===== config.mk =====
export PLATFORM = sky130hd
export DESIGN_NAME = evls_format
export DESIGN_NICKNAME = d
export VERILOG_FILES = /design/src/hdl/evls_pkg.sv /design/src/hdl/evls_format.sv
export SDC_FILE = /design/constraint.sdc
export NUM_CORES = 1
export LEC_CHECK = 0
export BUFFER_PORTS_ARGS = -buffer_cell sky130_fd_sc_hd__buf_4
export CAP_MARGIN = 20
export CELL_PAD_IN_SITES_DETAIL_PLACEMENT = 0
export CELL_PAD_IN_SITES_GLOBAL_PLACEMENT = 1
export CORE_AREA = 5 5 78 151
export DETAILED_ROUTE_END_ITERATION = 8
export DIE_AREA = 0 0 83 156
export PLACE_DENSITY_LB_ADDON = 0.1
export SYNTH_ARGS = -nofsm -noshare
export SYNTH_HDL_FRONTEND = slang
export SYNTH_SLANG_ARGS = --single-unit

===== constraint.sdc =====
create_clock -name vclk -period 4.9
set_input_delay 0.98 -clock vclk [all_inputs]
set_output_delay 0.98 -clock vclk [all_outputs]
set_load 0.005 [all_outputs]

===== src/hdl/evls_pkg.sv =====
`default_nettype none

package evls_pkg;

   // Store geometry: eight byte-wide banks, address bits [2:0] select the bank.
   localparam int StoreBytes = 1024;
   localparam int Lanes      = 8;
   localparam int LaneW      = $clog2(Lanes);
   localparam int AddrW      = $clog2(StoreBytes);
   localparam int RowW       = AddrW - LaneW;
   localparam int Rows       = StoreBytes / Lanes;

   // Field widths.
   localparam int OffsetW  = 10;
   localparam int LengthW  = 11;
   localparam int IndexW   = 11;
   localparam int DataW    = 64;
   localparam int CsrDataW = 11;
   localparam int CsrIdxW  = 2;
   localparam int SumW     = ((AddrW > IndexW) ? AddrW : IndexW) + 2;

   // Reset value of the window length.
   localparam logic [LengthW-1:0] LengthReset = LengthW'(1024);

   typedef enum logic [1:0] {
      StOk       = 2'd0,
      StRange    = 2'd1,
      StDetached = 2'd2
   } status_type;

   typedef enum logic [CsrIdxW-1:0] {
      CsrWindowOffset   = 2'd0,
      CsrWindowLength   = 2'd1,
      CsrBufferDetached = 2'd2
   } csr_index_type;

   typedef struct packed {
      logic              op;
      logic [1:0]        size_code;
      logic              sign_extend;
      logic              little_endian;
      logic [IndexW-1:0] index;
      logic [DataW-1:0]  write_data;
   } req_type;

   typedef struct packed {
      logic            we;
      logic [RowW-1:0] row;
      logic [7:0]      wdata;
   } bank_cmd_type;

   typedef struct packed {
      status_type       status;
      logic             op;
      logic [1:0]       size_code;
      logic             sign_extend;
      logic             little_endian;
      logic [LaneW-1:0] base_lane;
   } fmt_ctl_type;

endpackage

`default_nettype wire


===== src/hdl/evls_format.sv =====
`default_nettype none

// Byte reorder of bank read data, sign extension, zeroing on error or write.
module evls_format (
   input  wire evls_pkg::fmt_ctl_type          fmt_ctl,
   input  wire logic [7:0]                     bank_data [evls_pkg::Lanes],
   output logic [evls_pkg::DataW-1:0]          read_data,
   output evls_pkg::status_type                status
);

   logic [evls_pkg::LaneW:0]   size;
   logic [evls_pkg::LaneW-1:0] size_m1;
   logic [evls_pkg::DataW-1:0] value;
   logic [evls_pkg::DataW-1:0] ext;

   assign size    = (evls_pkg::LaneW+1)'(1) << fmt_ctl.size_code;
   assign size_m1 = evls_pkg::LaneW'(size - (evls_pkg::LaneW+1)'(1));

   always_comb begin
      logic [evls_pkg::LaneW-1:0] k;
      logic [evls_pkg::LaneW-1:0] lane;
      for (int i = 0; i < evls_pkg::Lanes; i++) begin
         k    = fmt_ctl.little_endian ? evls_pkg::LaneW'(i) : (size_m1 - evls_pkg::LaneW'(i));
         lane = fmt_ctl.base_lane + k;
         value[8*i +: 8] = ((evls_pkg::LaneW+1)'(i) < size) ? bank_data[lane] : 8'h00;
      end
   end

   always_comb begin
      case (fmt_ctl.size_code)
         2'd0:    ext = {{56{value[7]}},  value[7:0]};
         2'd1:    ext = {{48{value[15]}}, value[15:0]};
         2'd2:    ext = {{32{value[31]}}, value[31:0]};
         default: ext = value;
      endcase
   end

   assign status    = fmt_ctl.status;
   assign read_data = (fmt_ctl.status != evls_pkg::StOk || fmt_ctl.op) ? '0 :
                      (fmt_ctl.sign_extend ? ext : value);

endmodule

`default_nettype wire


# Word-level counts from Yosys, hierarchy flattened
# Cells that the tools add are included.
# totals
reg_bits	0
input_bits	74
# classes
add_sub_neg	16
magnitude_cmp	16
eq_ne	2
shifts	1
n_mux	43
bitwise_logic	8
reduce_logical	3
# ops
operator	count
$bmux 8 s3	8
$mux 8	24
$pmux 64 s3	1
$mux 64	2
$ge 4x4->1 const B	8
$not 3->4	8
$add 3x3->3	8
$mux 3	8
$lt 3x4->1 const A	4
$sub 3x3->3 const B	4
$lt 1x4->1 const A	2
$lt 2x4->1 const A	2
$sub 3x1->3 const B	2
$sub 3x2->3 const B	2
$shl 1x2->4 const A	1
$eq 2x1->1 const B	1
$eq 2x2->1 const B	1
$logic_not 2->1	1
$reduce_bool 2->1	1
$logic_or 1x1->1	1

# Depth between registers and ports, before layout
# depth
word_depth	13
mapped_depth	13
mapped_depth_nobuf	11

# Worst setup path after synthesis
# No wires, ideal clock.
# synth_path
kind	input to output
start	in fmt_ctl[5] (netlist name)
end	out read_data[50] (netlist name)
arrival_ps	3824
required_ps	3920
path_slack_ps	96
cell_stages	13
path_buffers	2
cell_sequence	inv_1 ha_1 or2_2 inv_1 ha_1 inv_1 fa_1 clkbuf_1 buf_1 mux4_2 mux2_2 a21oi_1 a211oi_2
# synth_between
elab_chain_len	13
elab_cells_between_ends	43
# synth_lines
element	line	source
start: declaration	evls_format.sv:5	input wire evls_pkg::fmt_ctl_type fmt_ctl,
$shl 1x2->4	evls_format.sv:16	assign size = (evls_pkg::LaneW+1)'(1) << fmt_ctl.size_code;
$sub 3x1->3	evls_format.sv:17	assign size_m1 = evls_pkg::LaneW'(size - (evls_pkg::LaneW+1)'(1));
$sub 3x3->3 (tied with other cells)	evls_format.sv:23	k = fmt_ctl.little_endian ? evls_pkg::LaneW'(i) : (size_m1 - evls_pkg::LaneW'(i));
$mux 3	evls_format.sv:23	
$add 3x3->3	evls_format.sv:24	lane = fmt_ctl.base_lane + k;
$not 3->4 (not written as such)	evls_format.sv:25	value[8*i +: 8] = ((evls_pkg::LaneW+1)'(i) < size) ? bank_data[lane] : 8'h00;
$bmux 8 s3	evls_format.sv:25	
$mux 8 (not written as such) (2 in a row)	evls_format.sv:25	
$mux 8	evls_format.sv:25	
$pmux 64 s3	evls_format.sv:30	case (fmt_ctl.size_code)
$mux 64 *	evls_format.sv:40	(fmt_ctl.sign_extend ? ext : value);
$mux 64 *	evls_format.sv:39	assign read_data = (fmt_ctl.status != evls_pkg::StOk || fmt_ctl.op) ? '0 :
end: declaration	evls_format.sv:7	output logic [evls_pkg::DataW-1:0] read_data,
# Every way passes the cells marked *; elsewhere a longest branch is shown, timed or not. The select of a mux whose other input is x is not followed.

# Final worst setup path
# layout_path
start	in fmt_ctl[5] (netlist name)
end	out read_data[31] (netlist name)
# layout_between
elab_chain_len	13
elab_cells_between_ends	34
# layout_lines
element	line
$shl 1x2->4	evls_format.sv:16
$sub 3x1->3	evls_format.sv:17
$sub 3x2->3 / $sub 3x1->3 (equally long branches)	evls_format.sv:23
$mux 3	evls_format.sv:23
$add 3x3->3	evls_format.sv:24
$not 3->4 (not written as such)	evls_format.sv:25
$bmux 8 s3	evls_format.sv:25
$mux 8 (not written as such) (2 in a row)	evls_format.sv:25
$mux 8	evls_format.sv:25
$pmux 64 s3	evls_format.sv:30
$mux 64 *	evls_format.sv:40
$mux 64 *	evls_format.sv:39
# Marks and branches as above.

==> metrics <==
startpoint types input pin; full die area between 0.01 and 0.015 mm2; P per Cell Area ~190 mW/mm2; yosys warns 0; Final Wtd Congestion around 0.94; Setup TNS 0 ns; post-synthesis sequential area ratio 0%; Port Buffer Count 140; top cell type by total area after synthesis mux4_2; antenna-violating nets left 0; Worst path slowest cell fa_2; Filler cells 1062; commonest cells after routing, fill and taps aside buf_4 (172), mux4_2 (64), mux2_2 (55); largest net degree at the start of global routing 34; buffers plus inverters on the worst setup path 6; Fmax 209 MHz; Final HPWL DP 13.0 mm; drt wl/cell ~25 um; share of the synthesized area in the top cell type between 30% and 40%; vias per std cell around 5.9; synthesized instance count approximately 350; placed instance area about 0.0050 mm2; synthesized area per cell approximately 11 um2; Boundary Pins 140; initial core utilization a little over a third; Die H ~160 um; Final #Nets between 500 and 600; final wirelength between 15 and 20 mm; Cell variety after synth 31; count of standard-cell rows between 50 and 60; Peak VDD IR between 100 and 150 uV; grt ovf 0; fin worst setup slack between 0.1 and 0.15 ns; top area cells in the synthesized netlist mux4_2 (40%), mux2_2 (17%), a211oi_2 (7.5%); DRT Pass-1 Iters 4; delay-heaviest family, CP adder cells; Max-Cap Viols 0; 1st-iter DRT viols 230; status completed; fin area between 0.005 and 0.006 mm2; Max Fanout on Critical Path 4; most common cell after layout, fill and taps aside buf_4; Design Power between 900 and 1000 uW; vias about 3700; core area between 0.01 and 0.015 mm2; worst-path cell chain buf_4 > inv_1 > ha_4 > inv_1 > ha_1 > nor2_2 > fa_2 > mux4_2 > mux2_4 > a31oi_4 > buf_4 > buf_4 > a211oi_1 > buf_4; layout cells sized above 1 between 70 and 80%; # hold bufs at CTS 0; CP most frequent cell buf_4; CP endpoint kind output port; Layout area overhead 40.9%; Largest stage delay, worst path roughly 0.62 ns; period utilization around 98%; RSZ-0062 raised after global routing no; Setup Slack @ Placement -0.123 ns; Clock buffer cells 0; Synth Cell Area about 0.0036 mm2; number of antenna diodes 0; detailed-route DRC error count 0; first-pass GRT wire length 22.9 mm; final setup vio count 0; critical path type input pin to output port; Die Wd 83 um; syn nets approximately 430; HP Class input pin to output port; footprint of the multi-input gates between 0.003 and 0.004 mm2; num sequential 0; static leakage around 0.0021 uW; required time worst endpoint slightly below 4 ns; vias in the first global route 3886; Arrival @ worst endpoint ~3.8 ns; relative slew slack between 30 and 40%; Final Critical Period around 4.8 ns; final hold violations 0; antenna violations before repair 0; Total GRT Usage 22.9%; Max Slew Vio Count 0; Least-Margin Pin Slew slightly above 0.9 ns; register area 0 um2
through the flow:
step,instances,utilization (%),hold slack (ns)
floorplan,346,-,2.04
global placement,615,48.1,2.14
detailed placement,615,48.1,2.14
CTS,617,48.3,2.14
global route,620,49.0,2.14
finish,620,49.0,2.13
where the power goes:
| part | total (uW) | switching, uW | internal, uW |
|---|---|---|---|
| clock | 0 | 0 | 0 |
| sequential | 0 | 0 | 0 |
| combinational | 956 | 446 | 509 |
| total | 956 | 446 | 509 |
synth_stat cells (2+ instances only):
| library cell | instances |
|---|---|
| nand2_1 | 24 |
| ha_1 | 10 |
| mux2_2 | 55 |
| a211oi_2 | 22 |
| o21ai_0 | 8 |
| buf_6 | 3 |
| mux2i_1 | 7 |
| clkbuf_1 | 17 |
| xnor2_1 | 2 |
| or2_2 | 3 |
| inv_1 | 11 |
| a21oi_1 | 41 |
| xnor2_2 | 2 |
| buf_4 | 5 |
| mux2_4 | 2 |
| a211oi_1 | 3 |
| a31oi_1 | 17 |
| buf_2 | 15 |
| fa_1 | 4 |
| nor2_1 | 14 |
| buf_1 | 5 |
| mux4_2 | 64 |
| nor2b_1 | 3 |
| xnor3_1 | 2 |
final cells by class:
class | count | share of cell area, %
repair buffers | 182 | 29.0
multi-input cells | 290 | 66.9
inverters | 11 | 0.804
well taps | 137 | 3.34
final timing paths:
kind	end	startpoint	slack, ns	cells past startpoint
worst min-delay path	status[1]	fmt_ctl[9]	2.13	2
worst max-delay path	read_data[31]	fmt_ctl[5]	0.11	14
kinds of logic (layout without fill, tap and decap cells):
group	count (synthesis)	in the layout	share of synthesized area [%]
adders and majority gates	14	14	5.63
muxes	128	128	59.3
xor gates and xnor gates	6	6	2.61
AOI/OAI and AO/OA	94	94	19.0
buffers and inverters	56	193	7.41
and+or+nand+nor	48	48	6.04
per-layer routing:
metal  GRT usage, %  vias up  part of all wire, %
met5              0        -                    0
met4           11.3        0                  6.1
met3           2.06       33                  4.7
li1               -     1678                    -
met1           23.6     1816                   32
met2           45.1      148                   57
repair_timing:
item | in CTS | in global routing
resized for setup | 4 | 9
setup endpoints to repair | 33 | 33
setup buffers | 2 | 2
cloned | 0 | 1
pin swaps | 1 | 5
No activity file was read; power rests on OpenSTA's default activity.
