### src/hdl/evls_pkg.sv
`default_nettype none

package evls_pkg;

   // Store geometry: eight byte-wide banks, address bits [2:0] select the bank.
   localparam int StoreBytes = 1024;
   localparam int Lanes      = 8;
   localparam int LaneW      = $clog2(Lanes);
   localparam int AddrW      = $clog2(StoreBytes);
   localparam int RowW       = AddrW - LaneW;
   localparam int Rows       = StoreBytes / Lanes;

   // Field widths.
   localparam int OffsetW  = 10;
   localparam int LengthW  = 11;
   localparam int IndexW   = 11;
   localparam int DataW    = 64;
   localparam int CsrDataW = 11;
   localparam int CsrIdxW  = 2;
   localparam int SumW     = ((AddrW > IndexW) ? AddrW : IndexW) + 2;

   // Reset value of the window length.
   localparam logic [LengthW-1:0] LengthReset = LengthW'(1024);

   typedef enum logic [1:0] {
      StOk       = 2'd0,
      StRange    = 2'd1,
      StDetached = 2'd2
   } status_type;

   typedef enum logic [CsrIdxW-1:0] {
      CsrWindowOffset   = 2'd0,
      CsrWindowLength   = 2'd1,
      CsrBufferDetached = 2'd2
   } csr_index_type;

   typedef struct packed {
      logic              op;
      logic [1:0]        size_code;
      logic              sign_extend;
      logic              little_endian;
      logic [IndexW-1:0] index;
      logic [DataW-1:0]  write_data;
   } req_type;

   typedef struct packed {
      logic            we;
      logic [RowW-1:0] row;
      logic [7:0]      wdata;
   } bank_cmd_type;

   typedef struct packed {
      status_type       status;
      logic             op;
      logic [1:0]       size_code;
      logic             sign_extend;
      logic             little_endian;
      logic [LaneW-1:0] base_lane;
   } fmt_ctl_type;

endpackage

`default_nettype wire

### src/hdl/evls_access.sv
`default_nettype none

// Window checks and per-bank address / write lane steering.
module evls_access (
   input  wire logic                                req_valid,
   input  wire evls_pkg::req_type                   req,
   input  wire logic [evls_pkg::OffsetW-1:0]        window_offset,
   input  wire logic [evls_pkg::LengthW-1:0]        window_length,
   input  wire logic                                buffer_detached,
   output evls_pkg::bank_cmd_type                   bank_cmd [evls_pkg::Lanes],
   output evls_pkg::fmt_ctl_type                    fmt_ctl
);

   logic [evls_pkg::LaneW:0]    size;
   logic [evls_pkg::LaneW-1:0]  size_m1;
   logic [evls_pkg::IndexW:0]   rel_end;
   logic [evls_pkg::SumW-1:0]   base;
   logic [evls_pkg::SumW-1:0]   abs_end;
   logic [evls_pkg::RowW-1:0]   base_row;
   logic [evls_pkg::LaneW-1:0]  base_lane;
   evls_pkg::status_type        status;

   assign size      = (evls_pkg::LaneW+1)'(1) << req.size_code;
   assign size_m1   = evls_pkg::LaneW'(size - (evls_pkg::LaneW+1)'(1));
   assign rel_end   = (evls_pkg::IndexW+1)'(req.index) + (evls_pkg::IndexW+1)'(size);
   assign base      = evls_pkg::SumW'(window_offset) + evls_pkg::SumW'(req.index);
   assign abs_end   = base + evls_pkg::SumW'(size);
   assign base_row  = base[evls_pkg::AddrW-1:evls_pkg::LaneW];
   assign base_lane = base[evls_pkg::LaneW-1:0];

   // Detached wins over range; range covers both window end and store end.
   always_comb begin
      if (buffer_detached) begin
         status = evls_pkg::StDetached;
      end else if (rel_end > (evls_pkg::IndexW+1)'(window_length)) begin
         status = evls_pkg::StRange;
      end else if (abs_end > evls_pkg::SumW'(evls_pkg::StoreBytes)) begin
         status = evls_pkg::StRange;
      end else begin
         status = evls_pkg::StOk;
      end
   end

   // Bank b holds byte offset k = b - base_lane of the access; it wraps to
   // the next row when b sits below the starting lane.
   always_comb begin
      logic [evls_pkg::LaneW-1:0] k;
      logic [evls_pkg::LaneW-1:0] byte_sel;
      logic                       active;
      logic                       wrap;
      for (int b = 0; b < evls_pkg::Lanes; b++) begin
         k        = evls_pkg::LaneW'(b) - base_lane;
         active   = {1'b0, k} < size;
         wrap     = evls_pkg::LaneW'(b) < base_lane;
         byte_sel = req.little_endian ? k : (size_m1 - k);
         bank_cmd[b].we    = req_valid & req.op & active & (status == evls_pkg::StOk);
         bank_cmd[b].row   = base_row + evls_pkg::RowW'(wrap);
         bank_cmd[b].wdata = req.write_data[8*byte_sel +: 8];
      end
   end

   assign fmt_ctl.status        = status;
   assign fmt_ctl.op            = req.op;
   assign fmt_ctl.size_code     = req.size_code;
   assign fmt_ctl.sign_extend   = req.sign_extend;
   assign fmt_ctl.little_endian = req.little_endian;
   assign fmt_ctl.base_lane     = base_lane;

endmodule

`default_nettype wire

### config.mk
export PLATFORM = sky130hd
export DESIGN_NAME = evls_access
export DESIGN_NICKNAME = d
export VERILOG_FILES = /design/src/hdl/evls_pkg.sv /design/src/hdl/evls_access.sv
export SDC_FILE = /design/constraint.sdc
export NUM_CORES = 1
export LEC_CHECK = 0
export BUFFER_PORTS_ARGS = -buffer_cell sky130_fd_sc_hd__buf_2
export CORE_UTILIZATION = 46
export DETAILED_ROUTE_END_ITERATION = 7
export PLACE_DENSITY = 0.89
export SYNTH_ARGS = -nofsm -noshare
export SYNTH_HDL_FRONTEND = slang
export SYNTH_SLANG_ARGS = --single-unit
### constraint.sdc
create_clock -name vclk -period 5.25
set_clock_uncertainty 0.2 [all_clocks]
set_input_delay 0.7875 -clock vclk [all_inputs]
set_output_delay 0.7875 -clock vclk [all_outputs]
set_load 0.01 [all_outputs]
==> Yosys cells after proc, flatten, opt, wreduce, memory -nomap -nowiden <==
Cells that the tools add are included.
{ "totals": {"wordCells": 84, "regBits": 0, "input_bits": 103} }
{ "op_classes": {"n_shift": 9, "n_addsub": 28, "muxes": 11, "n_reduce_logical": 1, "bitwise_logic": 17, "magnitude_cmp": 18} }
{ "ops": {"columns": ["cell", "n"], "rows": [
  ["variable part select 64 x 7 -> 8 bit", 8],
  ["adder 7 x 1 -> 7 bit", 8],
  ["less-than comparator 3 x 4 -> 1 bit", 8],
  ["two-way mux 3 bit", 8],
  ["subtractor 3 bit", 8],
  ["bitwise AND 1 bit", 17],
  ["adder 12 x 4 -> 13 bit", 1],
  ["greater-than comparator 13 x 11 -> 1 bit (second input constant)", 1],
  ["adder 10 x 11 -> 12 bit", 1],
  ["adder 11 x 4 -> 12 bit", 1],
  ["greater-than comparator 12 x 11 -> 1 bit", 1],
  ["less-than comparator 3 bit (first input constant)", 4],
  ["subtractor 3 bit (first input constant)", 4],
  ["less-than comparator 1 x 3 -> 1 bit (first input constant)", 2],
  ["less-than comparator 2 x 3 -> 1 bit (first input constant)", 2],
  ["subtractor 1 x 3 -> 3 bit (first input constant)", 2],
  ["subtractor 2 x 3 -> 3 bit (first input constant)", 2],
  ["<< shifter 1 x 2 -> 4 bit (first input constant)", 1],
  ["subtractor 3 x 1 -> 3 bit (second input constant)", 1],
  ["zero test 2 bit", 1],
  ["two-way mux 1 bit", 2],
  ["two-way mux 2 bit", 1]
]} }

==> Logic depth before layout (Yosys ltp) <==
Gate-level depths: netlist (run 1).
{ "logic_depth": {"depth_word": 8, "ltp_mapped": 18, "mapped_depth_nobuf": 18} }

==> Least setup slack after synthesis (run 1) <==
Ideal clock, no wire load.
{ "synth_timing": {"path_type": "input-to-output", "from": "input req[64] in the netlist's numbering", "to": "output bank_cmd[115] in the netlist's numbering", "path_slack_ns": -0.109, "t_arrival_ns": 4.371, "required_time_ns": 4.263, "path_buffers": 1, "stages": 10, "cell_sequence": "ha_1 > fa_1 > inv_1 > ha_1 > inv_1 > fa_1 > mux2i_1 > clkbuf_1 > mux4_2 > mux2_2"} }
{ "synth_lines": {"columns": ["item", "line", "source"], "rows": [
  ["from (decl)", "evls_access.sv:6", "input wire evls_pkg::req_type req,"],
  ["to (decl)", "evls_access.sv:10", "output evls_pkg::bank_cmd_type bank_cmd [evls_pkg::Lanes],"]
]} }

==> report_table.html, run 1 <==
<table>
<tr><th>Metric</th><th>Value</th></tr>
<tr><th colspan="2">Run status</th></tr>
<tr><td>Run status</td><td>complete, no violations</td></tr>
<tr><th colspan="2">Min path</th></tr>
<tr><td>Hold Path Stages</td><td>0</td></tr>
<tr><td>Type of the worst min-delay path</td><td>primary input to output port</td></tr>
<tr><th colspan="2">Routing</th></tr>
<tr><td>Pre-Repair DR Iteration Count</td><td>7</td></tr>
<tr><td>Detailed-route DRC error count</td><td>0</td></tr>
<tr><td>Wirelength per Cell</td><td>about 16 um</td></tr>
<tr><td>Total detailed-routing wirelength</td><td>roughly 19000 um</td></tr>
<tr><td>Number of nets still failing antenna checks after routing</td><td>0</td></tr>
<tr><td>Vias after detailed routing</td><td>slightly below 7000</td></tr>
<tr><td>Number of DRC markers after the initial detailed-route iteration</td><td>approximately 700</td></tr>
<tr><td>Ratio of routed vias to standard cells</td><td>5.831</td></tr>
<tr><th colspan="2">Critical path</th></tr>
<tr><td>Max stage delay on crit path</td><td>~0.36 ns</td></tr>
<tr><td>Category of the critical setup timing path</td><td>primary input to output port</td></tr>
<tr><td>Endpoint class of the critical path</td><td>output port</td></tr>
<tr><td>Cell-by-cell trace of the critical path</td><td>clkbuf_4, inv_1, nand2_2, inv_1, ha_1, a21oi_1, o21ai_2, and2_4, nand3_1, xnor2_1, ha_1, o21a_1, o21a_1, o22ai_1, a31oi_2, a2111oi_4, and4b_2, a32oi_4, nor2b_1, buf_2</td></tr>
<tr><td>Highest fanout seen on the critical path</td><td>6</td></tr>
<tr><td>Signal arrival time at the worst endpoint</td><td>between 4 and 5 ns</td></tr>
<tr><td>Total stage count of the critical path</td><td>20</td></tr>
<tr><td>Standard cell with the maximum stage delay on the critical path</td><td>sky130_fd_sc_hd__and4b_2</td></tr>
<tr><td>Req. time, crit path</td><td>between 4 and 5 ns</td></tr>
<tr><td>Kind of cell adding the most delay to the critical path</td><td>compound AO/OA/AOI/OAI gates</td></tr>
<tr><td>Kind of start point of the critical path</td><td>primary input</td></tr>
<tr><td>Number of buffers and inverters on the critical path</td><td>4</td></tr>
<tr><th colspan="2">Place</th></tr>
<tr><td>Final HPWL DP</td><td>around 14000 um</td></tr>
<tr><td>Number of port buffers</td><td>around 240</td></tr>
<tr><td>Post-placement cell area</td><td>about 0.0069 mm2</td></tr>
<tr><td>Routability congestion estimate from global placement</td><td>0.8973</td></tr>
<tr><td>Placed insts</td><td>1149</td></tr>
<tr><td>Pre-CTS setup slack</td><td>-0.1092 ns</td></tr>
<tr><th colspan="2">Final layout</th></tr>
<tr><td>Layout sequential cell count</td><td>0</td></tr>
<tr><td>Final instance area</td><td>0.007084 mm2</td></tr>
<tr><td>Layout clock buffers</td><td>0</td></tr>
<tr><td>Final standard cell utilization of the core</td><td>between 60% and 70%</td></tr>
<tr><td>Layout-stage area growth over the synthesis result</td><td>30.91%</td></tr>
<tr><td>Area used by sequential logic in the layout</td><td>0 um2</td></tr>
<tr><td>Non-filler cells, final</td><td>~1200</td></tr>
<tr><td>Share of post-route cells with drive strength above 1</td><td>a little over a third</td></tr>
<tr><td>Commonest cells after routing, fill and taps aside</td><td>sky130_fd_sc_hd__buf_2 (238), sky130_fd_sc_hd__nand2_1 (223), sky130_fd_sc_hd__ha_1 (61)</td></tr>
<tr><td>Commonest non-fill, non-tap cell in the layout</td><td>sky130_fd_sc_hd__buf_2</td></tr>
<tr><td>Layout net count</td><td>roughly 1200</td></tr>
<tr><td>Antenna diode instance count</td><td>0</td></tr>
<tr><th colspan="2">Yosys</th></tr>
<tr><td>Cell count after synthesis</td><td>between 700 and 800</td></tr>
<tr><td>Number of warning messages in the yosys log</td><td>0</td></tr>
<tr><td>Sequential-to-total area share from yosys stat</td><td>0%</td></tr>
<tr><td>Cell area after synthesis</td><td>~0.0054 mm2</td></tr>
<tr><td>Yosys cell types</td><td>51</td></tr>
<tr><td>Mean instance size in the synthesized netlist</td><td>6.859 um2</td></tr>
<tr><td>Mapped Nets</td><td>just under 1000</td></tr>
<tr><th colspan="2">GRT</th></tr>
<tr><td>Total track usage</td><td>between 20% and 30%</td></tr>
<tr><td>Number of antenna violations at the first check in global routing</td><td>0</td></tr>
<tr><td>Global-route wire length before repair</td><td>approximately 30000 um</td></tr>
<tr><td>Total gr overflow</td><td>0</td></tr>
<tr><td>Number of global-route vias before repair</td><td>6266</td></tr>
<tr><td>Largest net degree at the start of global routing</td><td>around 110</td></tr>
<tr><th colspan="2">Power and ir drop</th></tr>
<tr><td>Clock Power Share</td><td>0%</td></tr>
<tr><td>Net switching power figure</td><td>around 1.2 mW</td></tr>
<tr><td>Overall power</td><td>~2.2 mW</td></tr>
<tr><td>Combinational group share of total power</td><td>100.0%</td></tr>
<tr><td>Pleak</td><td>about 3.6 nW</td></tr>
<tr><td>Pwr/cell area</td><td>slightly above 300 mW/mm2</td></tr>
<tr><td>Internal power</td><td>973.2 uW</td></tr>
<tr><td>Sw Ratio</td><td>55.86%</td></tr>
<tr><td>Worst IR Drop VDD</td><td>0.1881 mV</td></tr>
<tr><td>Register share of total power</td><td>0%</td></tr>
<tr><th colspan="2">Floorplanning</th></tr>
<tr><td>DIE AREA</td><td>0.01220 mm2</td></tr>
<tr><td>Ports</td><td>241</td></tr>
<tr><td>Number of rows in the core area</td><td>39</td></tr>
<tr><td>Core Box Area</td><td>roughly 0.011 mm2</td></tr>
<tr><td>Initial Utilization</td><td>between 40 and 50%</td></tr>
<tr><td>Die span in x</td><td>~110 um</td></tr>
<tr><td>Vertical die dimension</td><td>~110 um</td></tr>
<tr><th colspan="2">Timing</th></tr>
<tr><td>Post-route setup slack</td><td>0.05697 ns</td></tr>
<tr><td>Setup violation total in the final timing report</td><td>0</td></tr>
<tr><td>Aggregate negative setup slack</td><td>0 ns</td></tr>
<tr><td>Transition time of the tightest slew-check pin</td><td>about 0.94 ns</td></tr>
<tr><td>Highest achievable clock rate</td><td>0.1926 GHz</td></tr>
<tr><td>Hold Fails Final Rpt</td><td>0</td></tr>
<tr><td>Final worst path period need</td><td>roughly 5.2 ns</td></tr>
<tr><td>Worst slew margin</td><td>between 30 and 40%</td></tr>
<tr><td>Final number of max-transition violations</td><td>0</td></tr>
<tr><td>Fin Hold WS</td><td>1.375 ns</td></tr>
<tr><td>Period Utilization, post-route</td><td>between 90 and 100%</td></tr>
<tr><th colspan="2">Clocking</th></tr>
<tr><td>Hold buffer count at cts</td><td>0</td></tr>
<tr><th colspan="2">Flow run</th></tr>
<tr><td>Maxcap violations</td><td>0</td></tr>
</table>
cell families (layout without fill, tap and decap cells):
family | Yosys count | after routing | share of synthesized area (%)
AND/OR/NAND/NOR | 334 | 334 | 26.45
adder cells (fa/ha/maj) | 71 | 71 | 17.53
XOR/XNOR | 68 | 68 | 11.56
multiplexers | 85 | 85 | 20.19
AO/OA/AOI/OAI | 142 | 143 | 17.11
buffers and inverters | 89 | 313 | 7.168
power groups by stage:
stage               registers (mW)  logic, mW  clock network [mW]
finish                           0       2.20                   0
global route                     0       2.38                   0
CTS                              0       2.15                   0
global placement                 0       2.08                   0
detailed placement               0       2.13                   0
floorplan                        0       1.39                   0
layout make-up:
class                      instances  area, um2
timing repair buffer             279       1553
multi-input combinational        701       5225
fill                             951       4334
tap                              143      178.9
inverter                          34      127.6
cell usage after synthesis, drive strengths merged:
library cell | n | area [um2]
xor2 | 14 | 130.1
a2111oi | 2 | 36.29
a21boi | 2 | 15.01
o21bai | 3 | 22.52
ha | 63 | 788.3
o21ai | 48 | 244.0
and4 | 1 | 8.760
nand2b | 2 | 12.51
a211oi | 19 | 152.6
o21ba | 1 | 10.01
o21a | 5 | 37.54
a21oi | 27 | 138.9
nand2 | 224 | 840.8
and2 | 22 | 137.6
a32oi | 1 | 27.53
o31a | 1 | 8.760
a31o | 1 | 8.760
inv | 34 | 127.6
nand3 | 43 | 215.2
o22ai | 2 | 12.51
nand3b | 1 | 7.510
o32ai | 1 | 8.760
fa | 8 | 160.2
or2 | 1 | 6.260
mux2i | 36 | 360.4
a21o | 5 | 37.54
and4b | 1 | 10.01
o221ai | 1 | 8.760
buf | 20 | 128.9
nor3 | 1 | 5.000
o211ai | 5 | 37.54
xnor2 | 54 | 495.5
mux2 | 33 | 371.6
nand4 | 5 | 31.28
nor2 | 20 | 75.07
clkbuf | 35 | 131.4
and3 | 7 | 43.79
mux4 | 16 | 360.4
nor2b | 6 | 37.54
a31oi | 18 | 118.9
worst paths after layout:
path  startpoint    endpoint  slack, ns
max      req[78]  fmt_ctl[8]       0.06
min      req[76]  fmt_ctl[4]       1.38
layer usage:
| metal | wire [um] | GRT usage (%) | vias up | part of all wire, % |
|---|---|---|---|---|
| met2 | 9333 | 52.84 | 405 | 50 |
| met5 | 0 | 0 | - | 0 |
| met3 | 1692 | 3.622 | 56 | 9.0 |
| met4 | 657 | 8.711 | 0 | 3.5 |
| met1 | 7060 | 33.95 | 3096 | 38 |
| li1 | - | - | 3190 | - |
what timing repair did:
| item | 4_1_cts | 5_1_grt |
|---|---|---|
| pin swaps | 4 | 9 |
| setup buffers | 1 | 6 |
| setup endpoints to repair | 25 | 28 |
| resized for setup | 4 | 30 |
| cloned | 1 | 0 |
| endpoints found under the hold margin | 0 | 0 |
No activity file was read; power rests on OpenSTA's default activity.
==> run 2, diff against run 1 <==
--- a/config.mk
+++ b/config.mk
@@ -6,7 +6,9 @@
 export NUM_CORES = 1
 export LEC_CHECK = 0
 export BUFFER_PORTS_ARGS = -buffer_cell sky130_fd_sc_hd__buf_2
-export CORE_UTILIZATION = 46
+export CELL_PAD_IN_SITES_DETAIL_PLACEMENT = 1
+export CELL_PAD_IN_SITES_GLOBAL_PLACEMENT = 1
+export CORE_UTILIZATION = 31
 export DETAILED_ROUTE_END_ITERATION = 7
 export PLACE_DENSITY = 0.89
 export SYNTH_ARGS = -nofsm -noshare
==> run 2 against run 1 <==
  * Via count fell by 0.79%
  * Sequential share of layout area is the same
  * First-iteration DRC count decreased by 65%
  * Worst hold slack barely moved
  * Critical path depth is 4 lower
  * Design area grew 3.5%
  * Die area is 47% higher
  * Wire length increased by 20%
  * Utilization fell by 18 points
  * Combinational power up 4%
  * Global-route usage shrank 5.0 points
  * Critical path type unchanged
  * Critical endpoint unchanged
==> report_table.html, run 2 (same netlist as run 1, synthesis figures left out) <==
<table>
<tr><th>Metric</th><th>Value</th></tr>
<tr><th colspan="2">Run status</th></tr>
<tr><td>Run status</td><td>complete, no violations</td></tr>
<tr><th colspan="2">Final layout</th></tr>
<tr><td>Commonest non-fill, non-tap cell in the layout</td><td>sky130_fd_sc_hd__buf_2</td></tr>
<tr><td>Layout net count</td><td>roughly 1200</td></tr>
<tr><td>Layout sequential cell count</td><td>0</td></tr>
<tr><td>Commonest cells after routing, fill and taps aside</td><td>sky130_fd_sc_hd__buf_2 (234), sky130_fd_sc_hd__nand2_1 (224), sky130_fd_sc_hd__ha_1 (61)</td></tr>
<tr><td>Share of post-route cells with drive strength above 1</td><td>between 30% and 40%</td></tr>
<tr><td>Final instance area</td><td>0.007331 mm2</td></tr>
<tr><td>Layout clock buffers</td><td>0</td></tr>
<tr><td>Area used by sequential logic in the layout</td><td>0 um2</td></tr>
<tr><td>Layout-stage area growth over the synthesis result</td><td>35.47%</td></tr>
<tr><th colspan="2">GRT</th></tr>
<tr><td>Number of global-route vias before repair</td><td>approximately 6800</td></tr>
<tr><td>Largest net degree at the start of global routing</td><td>approximately 110</td></tr>
<tr><td>Number of antenna violations at the first check in global routing</td><td>2</td></tr>
<tr><td>Total track usage</td><td>23.57%</td></tr>
<tr><td>Global-route wire length before repair</td><td>around 35000 um</td></tr>
<tr><td>Total gr overflow</td><td>0</td></tr>
<tr><th colspan="2">Critical path</th></tr>
<tr><td>Highest fanout seen on the critical path</td><td>5</td></tr>
<tr><td>Signal arrival time at the worst endpoint</td><td>4.25 ns</td></tr>
<tr><td>Setup crit end</td><td>fmt_ctl[8]</td></tr>
<tr><td>Number of buffers and inverters on the critical path</td><td>5</td></tr>
<tr><td>Req. time, crit path</td><td>4.26 ns</td></tr>
<tr><td>Cell-by-cell trace of the critical path</td><td>buf_2, ha_2, fa_2, inv_1, buf_4, fa_2, o21bai_1, a21oi_2, nor3_2, and3_1, nand4_1, mux2i_2, a32oi_4, clkbuf_16, nor2b_1, buf_2</td></tr>
<tr><td>Max stage delay on crit path</td><td>approximately 0.6 ns</td></tr>
<tr><td>Kind of cell adding the most delay to the critical path</td><td>adder cells</td></tr>
<tr><td>Category of the critical setup timing path</td><td>primary input to output port</td></tr>
<tr><td>Endpoint class of the critical path</td><td>output port</td></tr>
<tr><td>Standard cell with the maximum stage delay on the critical path</td><td>sky130_fd_sc_hd__fa_2</td></tr>
<tr><td>Total stage count of the critical path</td><td>16</td></tr>
<tr><td>Kind of start point of the critical path</td><td>primary input</td></tr>
<tr><td>Origin of the worst setup path</td><td>req[64]</td></tr>
<tr><th colspan="2">Timing</th></tr>
<tr><td>Transition time of the tightest slew-check pin</td><td>0.9469 ns</td></tr>
<tr><td>Highest achievable clock rate</td><td>~0.19 GHz</td></tr>
<tr><td>Final number of max-transition violations</td><td>0</td></tr>
<tr><td>Worst slew margin</td><td>between 30% and 40%</td></tr>
<tr><td>Final worst path period need</td><td>between 5 and 6 ns</td></tr>
<tr><td>Hold Fails Final Rpt</td><td>0</td></tr>
<tr><td>Setup violation total in the final timing report</td><td>0</td></tr>
<tr><td>Period Utilization, post-route</td><td>99.73%</td></tr>
<tr><td>RSZ-0062 raised after global routing</td><td>yes</td></tr>
<tr><th colspan="2">Flow run</th></tr>
<tr><td>Maxcap violations</td><td>0</td></tr>
<tr><th colspan="2">Routing</th></tr>
<tr><td>Detailed-route DRC error count</td><td>0</td></tr>
<tr><td>Metal1 wirelength</td><td>8869 um</td></tr>
<tr><td>Uppermost layer routed</td><td>met4</td></tr>
<tr><td>Vias after detailed routing</td><td>approximately 6700</td></tr>
<tr><td>Number of nets still failing antenna checks after routing</td><td>0</td></tr>
<tr><td>Ratio of routed vias to standard cells</td><td>between 5 and 6</td></tr>
<tr><td>Routed wl met3</td><td>about 1300 um</td></tr>
<tr><td>Wirelength per Cell</td><td>between 15 and 20 um</td></tr>
<tr><td>Total detailed-routing wirelength</td><td>22450 um</td></tr>
<tr><td>Number of DRC markers after the initial detailed-route iteration</td><td>~250</td></tr>
<tr><td>Pre-Repair DR Iteration Count</td><td>4</td></tr>
<tr><td>Met2 wire length</td><td>11710 um</td></tr>
<tr><th colspan="2">Power and ir drop</th></tr>
<tr><td>Pleak</td><td>between 3 and 4 nW</td></tr>
<tr><td>Pwr/cell area</td><td>roughly 310 mW/mm2</td></tr>
<tr><td>Overall power</td><td>approximately 2.3 mW</td></tr>
<tr><td>Worst IR Drop VDD</td><td>around 0.17 mV</td></tr>
<tr><th colspan="2">Floorplanning</th></tr>
<tr><td>Core Box Area</td><td>0.01682 mm2</td></tr>
<tr><td>Die span in x</td><td>approximately 130 um</td></tr>
<tr><td>Number of rows in the core area</td><td>47</td></tr>
<tr><td>DIE AREA</td><td>~0.018 mm2</td></tr>
<tr><td>Ports</td><td>241</td></tr>
<tr><td>Vertical die dimension</td><td>~130 um</td></tr>
<tr><td>Initial Utilization</td><td>about a third</td></tr>
<tr><th colspan="2">Min path</th></tr>
<tr><td>Hold Path Stages</td><td>0</td></tr>
<tr><td>Type of the worst min-delay path</td><td>primary input to output port</td></tr>
<tr><th colspan="2">Place</th></tr>
<tr><td>Routability congestion estimate from global placement</td><td>between 0.8 and 0.9</td></tr>
<tr><td>Final HPWL DP</td><td>about 18000 um</td></tr>
<tr><td>Post-placement cell area</td><td>approximately 0.0071 mm2</td></tr>
<tr><td>Number of port buffers</td><td>approximately 240</td></tr>
<tr><th colspan="2">Clocking</th></tr>
<tr><td>Hold buffer count at cts</td><td>0</td></tr>
</table>
==> run 2: worst min-delay path by stage <==
stage	startpoint	endpoint	slack, ns
CTS	req[76]	fmt_ctl[4]	1.38
floorplan	buffer_detached	fmt_ctl[8]	1.42
global placement	req[76]	fmt_ctl[4]	1.38
detailed placement	req[76]	fmt_ctl[4]	1.38
finish	req[76]	fmt_ctl[4]	1.38
global route	req[76]	fmt_ctl[4]	1.38
==> run 2: final cells by class <==
type	count	area (um2)
Inverter	34	127.6
Tap cell	220	275.3
Antenna cell	2	5.005
Fill cell	2230	9488
Timing Repair Buffer	287	1697
Multi-Input combinational cell	700	5226
==> run 2: repair_timing <==
action | in CTS | in global routing
gates resized for setup | 2 | 45
cloned | 0 | 1
setup endpoints to repair | 26 | 29
buffers inserted | 2 | 4
pin swaps | 3 | 6
hold endpoints to repair | 0 | 0
==> run 2: metal layers <==
layer	vias up	track usage (%)
li1	3200	-
met1	3205	27.01
met2	246	44.99
met3	43	3.212
met4	0	6.679
met5	-	0
==> run 2: power breakdown <==
part           switching (mW)  internal (mW)
logic                    1.28           1.00
clock network               0   0.0000000510
registers                   0              0
total                    1.28           1.00
==> run 2: stage by stage <==
step | worst slack (ns) | setup TNS, ns | cells | hold slack [ns] | util [%]
final | 0.01426 | 0 | 1243 | 1.375 | 43.59
after global routing | -0.1165 | -0.7602 | 1243 | 1.375 | 43.59
after detailed placement | -0.1953 | -3.408 | 1234 | 1.375 | 41.97
after global placement | 0.001121 | 0 | 1234 | 1.375 | 41.97
after floorplan | 0.06489 | 0 | 789 | 1.421 | -
after CTS | 0.04413 | 0 | 1236 | 1.375 | 42.23
==> run 3, diff against run 2 <==
--- a/config.mk
+++ b/config.mk
@@ -11,6 +11,7 @@
 export CORE_UTILIZATION = 31
 export DETAILED_ROUTE_END_ITERATION = 7
 export PLACE_DENSITY = 0.89
+export SETUP_SLACK_MARGIN = 0.02
 export SYNTH_ARGS = -nofsm -noshare
 export SYNTH_HDL_FRONTEND = slang
 export SYNTH_SLANG_ARGS = --single-unit
==> run 3 against run 2 <==
  * Sequential share of layout area unchanged
  * Non-clock buffer count increased by 2
  * Setup slack improved by 0.032 ns
  * Wire length rose by 0.69%
  * Largest power group unchanged
  * Highest routed layer unchanged
  * Critical path type unchanged
  * Utilization up 0.20 points
  * Design area grew 0.46%
  * Critical path depth stayed put
  * Count of clock-buffer cells in the layout is the same
  * Critical endpoint unchanged
  * Cell count up 0.24%
  * First-iteration DRC count shrank 17%
==> report_table.html, run 3 (same netlist as run 1, synthesis figures left out) <==
<table>
<tr><th>Metric</th><th>Value</th></tr>
<tr><th colspan="2">GRT</th></tr>
<tr><td>Number of global-route vias before repair</td><td>between 6000 and 7000</td></tr>
<tr><td>Global-route wire length before repair</td><td>34720 um</td></tr>
<tr><td>Total gr overflow</td><td>0</td></tr>
<tr><td>Number of antenna violations at the first check in global routing</td><td>2</td></tr>
<tr><td>Total track usage</td><td>23.57%</td></tr>
<tr><td>Largest net degree at the start of global routing</td><td>roughly 110</td></tr>
<tr><th colspan="2">Critical path</th></tr>
<tr><td>Category of the critical setup timing path</td><td>primary input to output port</td></tr>
<tr><td>Highest fanout seen on the critical path</td><td>4</td></tr>
<tr><td>Origin of the worst setup path</td><td>req[64]</td></tr>
<tr><td>Signal arrival time at the worst endpoint</td><td>4.22 ns</td></tr>
<tr><td>Endpoint class of the critical path</td><td>output port</td></tr>
<tr><td>Kind of start point of the critical path</td><td>primary input</td></tr>
<tr><td>Req. time, crit path</td><td>~4.3 ns</td></tr>
<tr><th colspan="2">Place</th></tr>
<tr><td>Post-placement cell area</td><td>0.007059 mm2</td></tr>
<tr><td>Number of port buffers</td><td>about 240</td></tr>
<tr><td>Pre-CTS setup slack</td><td>-0.1953 ns</td></tr>
<tr><td>Placed insts</td><td>roughly 1200</td></tr>
<tr><td>Routability congestion estimate from global placement</td><td>between 0.8 and 0.9</td></tr>
<tr><td>Final HPWL DP</td><td>about 18000 um</td></tr>
<tr><th colspan="2">Timing</th></tr>
<tr><td>Highest achievable clock rate</td><td>0.1922 GHz</td></tr>
<tr><td>Setup violation total in the final timing report</td><td>0</td></tr>
<tr><td>Transition time of the tightest slew-check pin</td><td>approximately 0.95 ns</td></tr>
<tr><td>Period Utilization, post-route</td><td>99.12%</td></tr>
<tr><td>Final worst path period need</td><td>5.204 ns</td></tr>
<tr><td>Hold Fails Final Rpt</td><td>0</td></tr>
<tr><td>Final number of max-transition violations</td><td>0</td></tr>
<tr><td>RSZ-0062 raised after global routing</td><td>yes</td></tr>
<tr><td>Worst slew margin</td><td>roughly 36%</td></tr>
<tr><td>Post-route setup slack</td><td>~0.046 ns</td></tr>
<tr><th colspan="2">Floorplanning</th></tr>
<tr><td>Die span in x</td><td>134.1 um</td></tr>
<tr><td>DIE AREA</td><td>around 0.018 mm2</td></tr>
<tr><td>Core Box Area</td><td>~0.017 mm2</td></tr>
<tr><td>Ports</td><td>approximately 240</td></tr>
<tr><td>Initial Utilization</td><td>32.18%</td></tr>
<tr><td>Vertical die dimension</td><td>about 130 um</td></tr>
<tr><td>Number of rows in the core area</td><td>47</td></tr>
<tr><th colspan="2">Final layout</th></tr>
<tr><td>Share of post-route cells with drive strength above 1</td><td>37.79%</td></tr>
<tr><td>Area used by sequential logic in the layout</td><td>0 um2</td></tr>
<tr><td>Final standard cell utilization of the core</td><td>around 44%</td></tr>
<tr><td>Non-filler cells, final</td><td>1246</td></tr>
<tr><td>Layout net count</td><td>1200</td></tr>
<tr><td>Layout-stage area growth over the synthesis result</td><td>36.09%</td></tr>
<tr><td>Layout clock buffers</td><td>0</td></tr>
<tr><td>Commonest cells after routing, fill and taps aside</td><td>sky130_fd_sc_hd__buf_2 (232), sky130_fd_sc_hd__nand2_1 (224), sky130_fd_sc_hd__ha_1 (61)</td></tr>
<tr><td>Layout sequential cell count</td><td>0</td></tr>
<tr><td>Final instance area</td><td>0.007365 mm2</td></tr>
<tr><td>Commonest non-fill, non-tap cell in the layout</td><td>sky130_fd_sc_hd__buf_2</td></tr>
<tr><th colspan="2">Clocking</th></tr>
<tr><td>Hold buffer count at cts</td><td>0</td></tr>
<tr><th colspan="2">Min path</th></tr>
<tr><td>Hold wc startpoint</td><td>req[76]</td></tr>
<tr><td>Hold Path Stages</td><td>0</td></tr>
<tr><td>Type of the worst min-delay path</td><td>primary input to output port</td></tr>
<tr><td>End point of the most critical hold path</td><td>fmt_ctl[4]</td></tr>
<tr><th colspan="2">Routing</th></tr>
<tr><td>Detailed-route DRC error count</td><td>0</td></tr>
<tr><td>Number of nets still failing antenna checks after routing</td><td>0</td></tr>
<tr><td>Total detailed-routing wirelength</td><td>22610 um</td></tr>
<tr><td>Ratio of routed vias to standard cells</td><td>~5.4</td></tr>
<tr><td>Vias after detailed routing</td><td>6743</td></tr>
<tr><td>Pre-Repair DR Iteration Count</td><td>5</td></tr>
<tr><td>Number of DRC markers after the initial detailed-route iteration</td><td>approximately 200</td></tr>
<tr><td>Wirelength per Cell</td><td>18.14 um</td></tr>
<tr><th colspan="2">Flow run</th></tr>
<tr><td>Maxcap violations</td><td>0</td></tr>
<tr><th colspan="2">Power and ir drop</th></tr>
<tr><td>Overall power</td><td>2.308 mW</td></tr>
<tr><td>Pwr/cell area</td><td>approximately 310 mW/mm2</td></tr>
<tr><td>Pleak</td><td>3.639 nW</td></tr>
<tr><td>Worst IR Drop VDD</td><td>0.1675 mV</td></tr>
<tr><th colspan="2">Run status</th></tr>
<tr><td>Run status</td><td>complete, no violations</td></tr>
</table>
## run 3: cell count changes in the layout (fill, tap and decap cells not counted), moves of 2 or more
cell                     change
sky130_fd_sc_hd__buf_2       -2
sky130_fd_sc_hd__buf_4       +2
sky130_fd_sc_hd__buf_6       +2
sky130_fd_sc_hd__nor2_2      -2
## run 3: worst max-delay path: stages
cell and delay [ns]:
sky130_fd_sc_hd__buf_2 0.13, sky130_fd_sc_hd__ha_2 0.21, sky130_fd_sc_hd__fa_2 0.39, sky130_fd_sc_hd__xnor2_2 0.23, sky130_fd_sc_hd__inv_2 0.10, sky130_fd_sc_hd__ha_1 0.35, sky130_fd_sc_hd__inv_1 0.15, sky130_fd_sc_hd__o221ai_1 0.20
sky130_fd_sc_hd__a211oi_2 0.36, sky130_fd_sc_hd__and3_1 0.26, sky130_fd_sc_hd__a31o_2 0.17, sky130_fd_sc_hd__o21ai_2 0.07, sky130_fd_sc_hd__a32oi_4 0.34, sky130_fd_sc_hd__clkbuf_16 0.22, sky130_fd_sc_hd__nor2b_1 0.12, sky130_fd_sc_hd__buf_2 0.13
## run 3: power breakdown
group | internal [mW] | switching [mW] | leakage (nW)
combinational | 1.01 | 1.30 | 3.64
sequential | 0 | 0 | 0
clock | 0.0000000510 | 0 | 0.0000127
## run 3: worst max-delay path by stage
| stage | cells after the start | slack, ns | endpoint |
|---|---|---|---|
| CTS | 21 | 0.04 | bank_cmd[79] |
| floorplan | 10 | 0.06 | bank_cmd[115] |
| global route | 20 | -0.13 | bank_cmd[63] |
| global placement | 17 | 0.001 | bank_cmd[127] |
| finish | 16 | 0.05 | fmt_ctl[8] |
| detailed placement | 12 | -0.20 | bank_cmd[50] |
## run 3: layer usage
metal	share of wire [%]	GRT usage, %	up-vias	wire [um]
met4	2.6	6.679	0	589
met3	5.7	3.212	46	1286
li1	-	-	3210	-
met2	52	44.99	257	11650
met5	0	0	-	0
met1	40	27.01	3230	9077
## run 3: repair_timing
item / in CTS / in global routing
endpoints found under the hold margin: 0 / 0
gates resized for setup: 2 / 46
setup endpoints to repair: 27 / 31
pin swaps: 3 / 8
cloned: 0 / 2
buffers inserted: 2 / 6
## run 3: per-stage QoR
step	hold slack [ns]	setup TNS, ns
final	1.375	0
after global placement	1.375	0
after global routing	1.375	-0.6892
after detailed placement	1.375	-3.408
after CTS	1.375	0
after floorplan	1.421	0
## run 3: area by class of cell
type | instances | area [um2]
well taps | 220 | 275.3
inverters | 34 | 127.6
diodes | 2 | 5.005
multi-input cells | 701 | 5233
repair buffers | 289 | 1724
fillers | 2227 | 9454
